--- config.mk ---
export PLATFORM = sky130hd
export DESIGN_NAME = bmac_mod
export DESIGN_NICKNAME = d
export VERILOG_FILES = /design/src/sv/bmac_mod.sv
export SDC_FILE = /design/constraint.sdc
export NUM_CORES = 1
export LEC_CHECK = 0
export BUFFER_PORTS_ARGS = -buffer_cell sky130_fd_sc_hd__clkbuf_2
export CORE_MARGIN = 2
export CORE_UTILIZATION = 34
export DETAILED_ROUTE_END_ITERATION = 10
export PLACE_DENSITY_LB_ADDON = 0.2
export SLEW_MARGIN = 20
export SYNTH_ARGS = -nofsm -noshare
export SYNTH_HDL_FRONTEND = slang
export SYNTH_SLANG_ARGS = --single-unit
--- constraint.sdc ---
create_clock -name i_clk -period 3.6 [get_ports i_clk]
set_input_delay 0.72 -clock i_clk [delete_from_list [all_inputs] [get_ports i_clk]]
set_output_delay 0.72 -clock i_clk [all_outputs]
set_load 0.02 [all_outputs]
--- src/sv/bmac_mod.sv ---
module bmac_mod #(
    parameter int MEM_BYTES = 65536
) (
    input  logic                         i_clk,
    input  logic                         i_rst_n,
    input  logic                         i_start,
    input  logic [63:0]                  i_value,
    output logic                         o_done,
    output logic [$clog2(MEM_BYTES)-1:0] o_residue
);

    localparam int IW = $clog2(MEM_BYTES);
    localparam int DigitBits = 16;
    localparam int Digits = 64 / DigitBits;
    localparam int CW = $clog2(Digits);
    localparam int XW = IW + DigitBits;
    localparam int PW = XW + DigitBits + 1;
    localparam logic [XW-1:0] ModX = XW'(MEM_BYTES);
    // floor(2^XW / size): the quotient estimate falls short by at most one
    localparam logic [DigitBits:0] Recip = (DigitBits+1)'((64'd1 << XW) / 64'(MEM_BYTES));
    localparam logic [CW-1:0] LastDigit = CW'(Digits - 1);

    logic                 r_busy;
    logic                 r_phase;
    logic                 r_done;
    logic [CW-1:0]        r_cnt;
    logic [63:0]          r_shift;
    logic [IW-1:0]        r_rem;
    logic [XW-1:0]        r_x;
    logic [DigitBits:0]   r_q;
    logic [XW-1:0]        n_x;
    logic [PW-1:0]        n_prod;
    logic [XW-1:0]        n_diff;
    logic [IW-1:0]        n_rem;

    // Horner form, one 16-bit digit per estimate and correct pass: rem = (rem * 2^16 + digit) mod size
    assign n_x    = {r_rem, r_shift[63 -: DigitBits]};
    assign n_prod = PW'(n_x) * PW'(Recip);
    assign n_diff = r_x - XW'(r_q) * ModX;
    assign n_rem  = (n_diff >= ModX) ? IW'(n_diff - ModX) : n_diff[IW-1:0];

    always_ff @(posedge i_clk) begin
        if (!i_rst_n) begin
            r_busy  <= 1'b0;
            r_phase <= 1'b0;
            r_done  <= 1'b0;
            r_cnt   <= '0;
        end else if (i_start) begin
            r_shift <= i_value;
            r_rem   <= '0;
            r_cnt   <= '0;
            r_phase <= 1'b0;
            r_busy  <= 1'b1;
            r_done  <= 1'b0;
        end else if (r_busy && !r_phase) begin
            // estimate the quotient for the next digit
            r_x     <= n_x;
            r_q     <= n_prod[XW +: DigitBits+1];
            r_shift <= {r_shift[63-DigitBits:0], {DigitBits{1'b0}}};
            r_phase <= 1'b1;
            r_done  <= 1'b0;
        end else if (r_busy) begin
            // subtract and correct once
            r_rem   <= n_rem;
            r_phase <= 1'b0;
            r_cnt   <= r_cnt + 1'b1;
            r_busy  <= (r_cnt != LastDigit);
            r_done  <= (r_cnt == LastDigit);
        end else begin
            r_done <= 1'b0;
        end
    end

    assign o_done    = r_done;
    assign o_residue = r_rem;

endmodule

Word-level counts from Yosys, hierarchy flattened
Cells that the tools add are included.

word-level totals
  bits in registers = 133
  bits of input ports = 67
  output and inout port bits = 17
  word-level logic and storage cells = 40

operators by class
  add/subtract/negate cells = 3
  magnitude comparators = 1
  eq/ne operators = 3
  muxes and demuxes = 10
  bitwise gates (word level) = 4
  reductions and logical operators = 11

operators by type and width
  kind                                                                  number
  two-way mux 64 bit                                                    2
  two-way mux 16 bit                                                    3
  greater-or-equal comparator 32 x 17 -> 1 bit (second input constant)  1
  subtractor 32 bit                                                     1
  subtractor 16 x 1 -> 16 bit (second input constant)                   1
  AND reduction 3 bit                                                   2
  nonzero test 2 bit                                                    3
  two-way mux 1 bit                                                     5
  != test 2 bit (second input constant)                                 2
  NOT 1 bit                                                             4
  AND reduction 2 bit                                                   2
  OR reduction 4 bit                                                    1
  adder 2 x 1 -> 2 bit (second input constant)                          1
  == test 2 bit (second input constant)                                 1
  OR reduction 2 bit                                                    1
  logical AND 1 bit                                                     1
  logical NOT 1 bit                                                     1

Depth between registers and ports, before layout
Gate-level depths: netlist (run 1).

  depth after elaboration = 5
  mapped depth = 3
  mapped depth without buffers = 3

Worst setup path after synthesis (run 1)
No wires, ideal clock.

  path type = input-to-reg
  start = input i_start
  end = register r_shift[0], enable pin
  setup time = 0.427 ns
  arrival = 2.534 ns
  data required time = 3.173 ns
  setup slack = 0.640 ns
  cell stages on the path = 3
  path buffers = 2
  cells stage by stage = buf_4 -> buf_2 -> o21a_1

on the way
  cells in the longest elaborated chain, start to end = 2

RTL lines
  item                                  line  text
  start: declaration                    6     input logic i_start,
  nonzero test 2 bit (no source line)   n/a
  AND reduction 2 bit (no source line)  n/a
  end signal: assignment                49    r_shift <= i_value;
  end signal: assignment                59    r_shift <= {r_shift[63-DigitBits:0], {DigitBits{1'b0}}};
  end: declaration                      27    logic [63:0] r_shift;

No other way between the ends.
A chain may end at the register's enable or synchronous reset.

Worst setup path after layout (run 1)
  start = input i_start
  end = register r_shift[62], enable pin

Same word-level chain as after synthesis.

==> results of run 1 <==
## worst max path at each step
stage | startpoint | to | depth (start not counted)
final | i_start | r_shift[62] | 2
after global routing | i_start | r_shift[40] | 2
after CTS | i_start | r_shift[24] | 2
after detailed placement | i_start | r_shift[25] | 2
after global placement | i_start | r_shift[6] | 2
after floorplan | i_start | r_shift[0] | 3
## cells in the mapped netlist
cell type	instances	area share, %
edfxtp_1	96	71
mux2_2	34	9.4
and2_1	17	2.6
buf_4	17	3.1
nor2b_1	17	2.6
mux2_4	10	3.7
buf_2	6	0.74
dfxtp_1	5	2.5
mux2_1	4	1.1
o21a_1	3	0.55
a21bo_2	2	0.49
a21oi_1	2	0.25
buf_6	2	0.55
a21boi_0	1	0.18
and4b_1	1	0.25
clkbuf_1	1	0.092
clkbuf_2	1	0.12
ha_1	1	0.31
nand2b_1	1	0.15
nand3_1	1	0.12
nand3b_1	1	0.18
nor2_1	1	0.092
nor3b_1	1	0.18
xnor2_1	1	0.21
## cell usage in the layout, fill, tap and decap left out
master	netlist	layout
a21bo_2	2	2
a21boi_0	1	1
a21oi_1	2	2
and2_1	17	17
and4b_1	1	1
buf_4	17	3
bufinv_16	0	2
clkbuf_1	1	1
clkbuf_16	0	9
clkbuf_2	1	82
clkinv_1	0	2
clkinv_2	0	2
dfxtp_1	5	5
edfxtp_1	96	96
ha_1	1	1
mux2_1	4	4
mux2_2	34	34
mux2_4	10	10
nand2b_1	1	1
nand3_1	1	1
nand3b_1	1	1
nor2_1	1	1
nor2b_1	17	17
nor3b_2	0	1
o21a_1	3	2
o21a_4	0	1
xnor2_1	1	1
## cell families (layout without fill, tap and decap cells)
logic type / after synthesis / count (layout)
xor+xnor: 1 / 1
buf+inv: 27 / 101
flops: 101 / 101
mux: 48 / 48
compound gates: 8 / 8
fa+ha+maj: 1 / 1
simple gates: 40 / 40
## routing by layer
layer | track usage [%] | vias up | part of all wire, %
li1 | - | 960 | -
met1 | 12.1 | 875 | 44
met2 | 15.4 | 51 | 48
met3 | 2.66 | 8 | 5.5
met4 | 6.59 | 0 | 2.3
met5 | 0 | - | 0
## flip-flops by register name, indices dropped and copies added, names as in the netlist
signal     count
r_x           16
r_shift       64
r_busy         1
o_residue     16
o_done         1
r_cnt          2
r_phase        1
## cell type report
class | count | area (um^2)
flip-flops and latches | 101 | 2980
fillers | 1064 | 7030
well taps | 147 | 184
clock inverters | 6 | 77.6
clock buffers | 10 | 229
repair buffers | 85 | 433
multi-input cells | 98 | 925
## report_power, final
group          internal [mW]  switching [mW]
combinational         0.0870          0.0798
sequential              1.36          0.0156
clock                  0.602           0.386
## through the flow
| stage | std cells | total power [mW] | worst slack, ns | utilization [%] | instance area, um^2 |
|---|---|---|---|---|---|
| after floorplan | 226 | 1.52 | 0.640 | - | 4080 |
| after global placement | 431 | 1.57 | 1.16 | 38.1 | 4520 |
| after detailed placement | 431 | 1.58 | 1.14 | 38.1 | 4520 |
| after CTS | 447 | 2.58 | 1.50 | 40.7 | 4830 |
| after global routing | 447 | 2.63 | 1.38 | 40.7 | 4830 |
| final | 447 | 2.53 | 1.52 | 40.7 | 4830 |
==> results.yml, run 1 <==
floorplan:
  io_pins: 84
  start_util_pct: 34.4
  die_y_um: 114
  dieWidth_um: 114
  die_area_um2: 12900
  core_um2: 11900
  num_rows: 40
synthesis:
  yosysUniqueCellTypes: 24
  syn_area_um2: 4080
  synth_fa_ha_area_share_pct: 0.306
  synth_warnings: 0
  syn-num-nets: 294
  yosys_register_bits: 101
  synth_compound_area_share_pct: 1.47
  synthSimpleGateAreaFrac_pct: 6.19
  synthMuxAreaShare_pct: 14.2
  yosysSeqAreaShare_pct: 73.0
  synth_xor_xnor_area_share_pct: 0.214
  netlist_instances: 226
  synth_top_family_by_area: "multiplexers"
  syn_avg_cell_area_um2: 18.1
clock_network:
  cts_tree: "yes"
  clock-root-buffer: "clkbuf_16"
  clk_latency_ns: 0.33
  htree_levels: 3
  cts_resized: 0
  cts_buffers: 9
  cts.hold.buffers_added: 0
  clkTransAtPathRegs_ns: 0.06
  cts_setup_buffers: 0
  cts_sinks: 101
  clockBufferDepth: 2
timing:
  slew_viol_final: 0
  finalClockSkew_ns: 0.00414
  finalCriticalPeriod_ns: 2.08
  finalHoldViolCount: 0
  hold_ws_ns: 0.419
  slew_headroom_pct: 41.4
  fmax_mhz: 480
  rsz0062_at_grt: "no"
  worst_pin_slew_ns: 0.879
  tns_ns: 0
  post-route-period-util_pct: 57.9
  setup_violations: 0
outcome:
  status: "completed"
power:
  p_leak_nw: 1.83
  p_per_area_nw_per_um2: 525
  irDropWorstVdd_uv: 193
setup_path:
  r2r_start: "r_busy"
  path_buf_inv: 1
  critPathRequiredTime_ns: 3.56
  r2r_cells: 2
  start_kind: "input port"
  worstSetupEndpointType: "flop"
  slowest_delay_ns: 0.77
  path_class: "in2reg"
  path_cells: "buf_4 > o21a_4"
  cp_top_family: "compound AO/OA/AOI/OAI gates"
  cp_slowest_cell: "o21a_4"
  r2r_end: "r_shift[62]"
  cp.arrival_ns: 2.04
  path_max_fanout: 64
  r2r_setup_slack_ns: 1.79
layout:
  drive_above_1_share_pct: 48.7
  diodes: 0
  area_growth_pct: 18.3
  fin_nets: 363
worst_hold_path:
  worstHoldEndpoint: "r_x[6]"
  hold_path_class: "reg2reg"
  hold_depth: 0
  min_from: "r_shift[54]"
global_routing:
  antenna_found_initial: 0
  grt_max_degree: 65
  grt_overflow: 0
  grt_pass1_wl_um: 9660
  grt_pass1_vias: 1950
  grt.total_usage_pct: 9.88
job:
  max_cap_viol_count: 0
detailed_routing:
  dr.pass1.iters: 4
  drtAntennaViolNets: 0
  post_drt_wl_per_cell_um: 13.0
  viasPerCell: 4.24
  drc: 0
  via_count: 1894
  routed_wl_um: 5810
  drtIter0Drc: 80
placement:
  place_hpwl_um: 3790
  port_buffers: 83
  gp_congestion: 0.762
Power figures use the tool's default switching activity.
==> run 2, diff against run 1 <==
--- a/config.mk
+++ b/config.mk
@@ -5,6 +5,7 @@
 export SDC_FILE = /design/constraint.sdc
 export NUM_CORES = 1
 export LEC_CHECK = 0
+export ABC_AREA = 1
 export BUFFER_PORTS_ARGS = -buffer_cell sky130_fd_sc_hd__clkbuf_2
 export CORE_MARGIN = 2
 export CORE_UTILIZATION = 34
==> constraint.sdc (replaced) <==
create_clock -name i_clk -period 1.7 [get_ports i_clk]
set_input_delay 0.34 -clock i_clk [delete_from_list [all_inputs] [get_ports i_clk]]
set_output_delay 0.34 -clock i_clk [all_outputs]
set_load 0.02 [all_outputs]
==> results.yml, run 2 <==
outcome:
  status: "completed"
global_routing:
  grt_overflow: 0
  grt.total_usage_pct: 10.8
  grt_pass1_vias: 2301
  grt_max_degree: 53
  antenna_found_initial: 0
  grt_pass1_wl_um: 10700
timing:
  finalCriticalPeriod_ns: 1.32
  finalClockSkew_ns: 0.00793
  fmax_mhz: 759
  hold_ws_ns: 0.256
  rsz0062_at_grt: "no"
  slew_viol_final: 0
  slew_headroom_pct: 67.5
  worst_pin_slew_ns: 0.488
  finalHoldViolCount: 0
  setup_violations: 0
  post-route-period-util_pct: 77.5
setup_path:
  crit_path_start: "r_phase"
  r2r_cells: 3
  critPathRequiredTime_ns: 1.73
  cp.arrival_ns: 1.35
  r2r_end: "o_residue[11]"
  start_kind: "flop"
  path_class: "reg2reg"
  worstSetupEndpointType: "flop"
  r2r_setup_slack_ns: 0.38
  r2r_start: "r_phase"
  path_max_fanout: 16
clock_network:
  cts_setup_buffers: 0
  clockBufferDepth: 2
  htree_levels: 3
  cts_sinks: 101
  clk_latency_ns: 0.34
  cts_tree: "yes"
  clock-root-buffer: "clkbuf_16"
  clkTransAtPathRegs_ns: 0.07
  cts_buffers: 9
  cts_resized: 0
  cts.hold.buffers_added: 0
placement:
  gp_congestion: 0.720
  port_buffers: 83
  place_hpwl_um: 4700
floorplan:
  num_rows: 40
  die_y_um: 114
  core_um2: 12000
  dieWidth_um: 114
  io_pins: 84
  die_area_um2: 13100
  start_util_pct: 34.6
synthesis:
  synth.most_common_cell: "nand2_1"
  synth_xor_xnor_area_share_pct: 0
  async_reset_ff_share_pct: 0
  synthSimpleGateAreaFrac_pct: 18.2
  yosys_register_bits: 101
  yosysUniqueCellTypes: 15
  syn_avg_cell_area_um2: 11.2
  synth_fa_ha_area_share_pct: 0.302
  ys_top_cells_by_area: "edfxtp_1 (70%), nand2_1 (15%), buf_4 (4.9%), inv_1 (3.4%), dfxtp_1 (2.4%)"
  synth_compound_area_share_pct: 0.212
  synth_common_cells: "nand2_1 (169), edfxtp_1 (96), inv_1 (38), buf_4 (27), nor2_1 (23)"
  synth_largest_area_cell: "edfxtp_1"
  synth-edff-count: 96
  netlist_instances: 369
  yosysSeqAreaShare_pct: 72.1
  synth_warnings: 0
  ys.flop_type: "edfxtp_1"
  syn_area_um2: 4140
  synth_top_cell_area_share_pct: 69.6
  syn-num-nets: 437
  synth_top_family_by_area: "simple AND/OR/NAND/NOR gates"
  synthMuxAreaShare_pct: 0
detailed_routing:
  post_drt_wl_per_cell_um: 11.4
  drtAntennaViolNets: 0
  drc: 0
  dr.pass1.iters: 6
  drtIter0Drc: 123
  routed_wl_um: 6740
  viasPerCell: 4.05
  via_count: 2399
layout:
  utilization_pct: 40.7
  final_common_cell: "nand2_1"
  mostFrequentLayoutCells: "nand2_1 (167), edfxtp_1 (96), clkbuf_2 (82), inv_1 (37), nor2_1 (23)"
  diodes: 0
  regMostFlops: "r_shift"
  area_growth_pct: 17.6
  drive_above_1_share_pct: 24.9
  largest_reg_flops: 64
  fin_nets: 508
  multi_input_area_um2: 779
  regArea_um2: 2980
  fillers: 1200
worst_hold_path:
  hold_path_class: "in2reg"
  worstHoldEndpoint: "r_shift[5]"
  min_from: "i_value[5]"
  hold_depth: 3
job:
  max_cap_viol_count: 0
power:
  irDropWorstVdd_uv: 395
  p_leak_nw: 2.25
  p_per_area_nw_per_um2: 1060
==> run 2: changes by cell type in the layout (fill, tap and decap cells not counted), sizes merged, moves of 2 or more <==
| cell | before | now |
|---|---|---|
| buf | 3 | 8 |
| nand2 | 0 | 170 |
| o21a | 3 | 0 |
| nor2b | 17 | 0 |
| bufinv | 2 | 0 |
| nor2 | 1 | 24 |
| a21bo | 2 | 0 |
| clkinvlp | 0 | 3 |
| mux2 | 48 | 0 |
| inv | 0 | 38 |
| and2 | 17 | 0 |
==> run 2: cell type report <==
cell class | instances | share of cell area, %
multi-input cells | 199 | 16.0
repair buffers | 90 | 10.1
flip-flops and latches | 101 | 61.3
inverters | 39 | 3.24
well taps | 147 | 3.78
clock buffers | 10 | 4.71
clock inverters | 6 | 0.823
==> run 2: through the flow <==
stage	instances	total power [mW]	cell area [um^2]	TNS, ns	setup WS [ns]
after detailed placement	576	3.38	4600	0	0.324
after global placement	576	3.37	4600	0	0.365
final	592	5.15	4870	0	0.382
after floorplan	369	3.24	4160	-16.93	-0.245
after CTS	592	5.22	4870	0	0.395
after global routing	592	5.36	4870	0	0.313
==> run 2: worst max-delay path by stage <==
stage               endpoint  slack (ns)  cells after the start
2_1_floorplan     r_shift[0]       -0.24                      5
3_3_place_gp      r_shift[5]        0.36                      6
3_5_place_dp     r_shift[33]        0.32                      4
4_1_cts        o_residue[11]        0.39                      3
5_1_grt        o_residue[11]        0.31                      3
6_report       o_residue[11]        0.38                      3
==> run 2: per-layer routing <==
layer  global-route usage (%)  vias to the layer above  wire length [um]
met2                     16.3                       78              3040
met5                        0                        -                 0
li1                         -                     1288                 -
met4                     4.39                        0                60
met3                     3.23                        7               418
met1                     14.5                     1026              3230
==> run 2: logic make-up after synthesis <==
family | after synthesis
adder cells (fa/ha/maj) | 1
flip-flops | 101
buffers and inverters | 69
AO/OA/AOI/OAI | 1
AND/OR/NAND/NOR | 197
==> run 2: power breakdown <==
group | leakage, nW | switching [mW] | total [mW] | internal (mW)
logic | 1.17 | 0.238 | 0.382 | 0.145
registers | 0.959 | 0.0337 | 2.93 | 2.89
clock network | 0.124 | 0.851 | 1.84 | 0.987
total | 2.25 | 1.12 | 5.15 | 4.03
==> run 2: worst max-delay path, stage by stage, from the launching register on <==
cell     delay (ns)
dfxtp_1        0.37
nand2_1        0.18
a21oi_2        0.21
buf_4          0.25
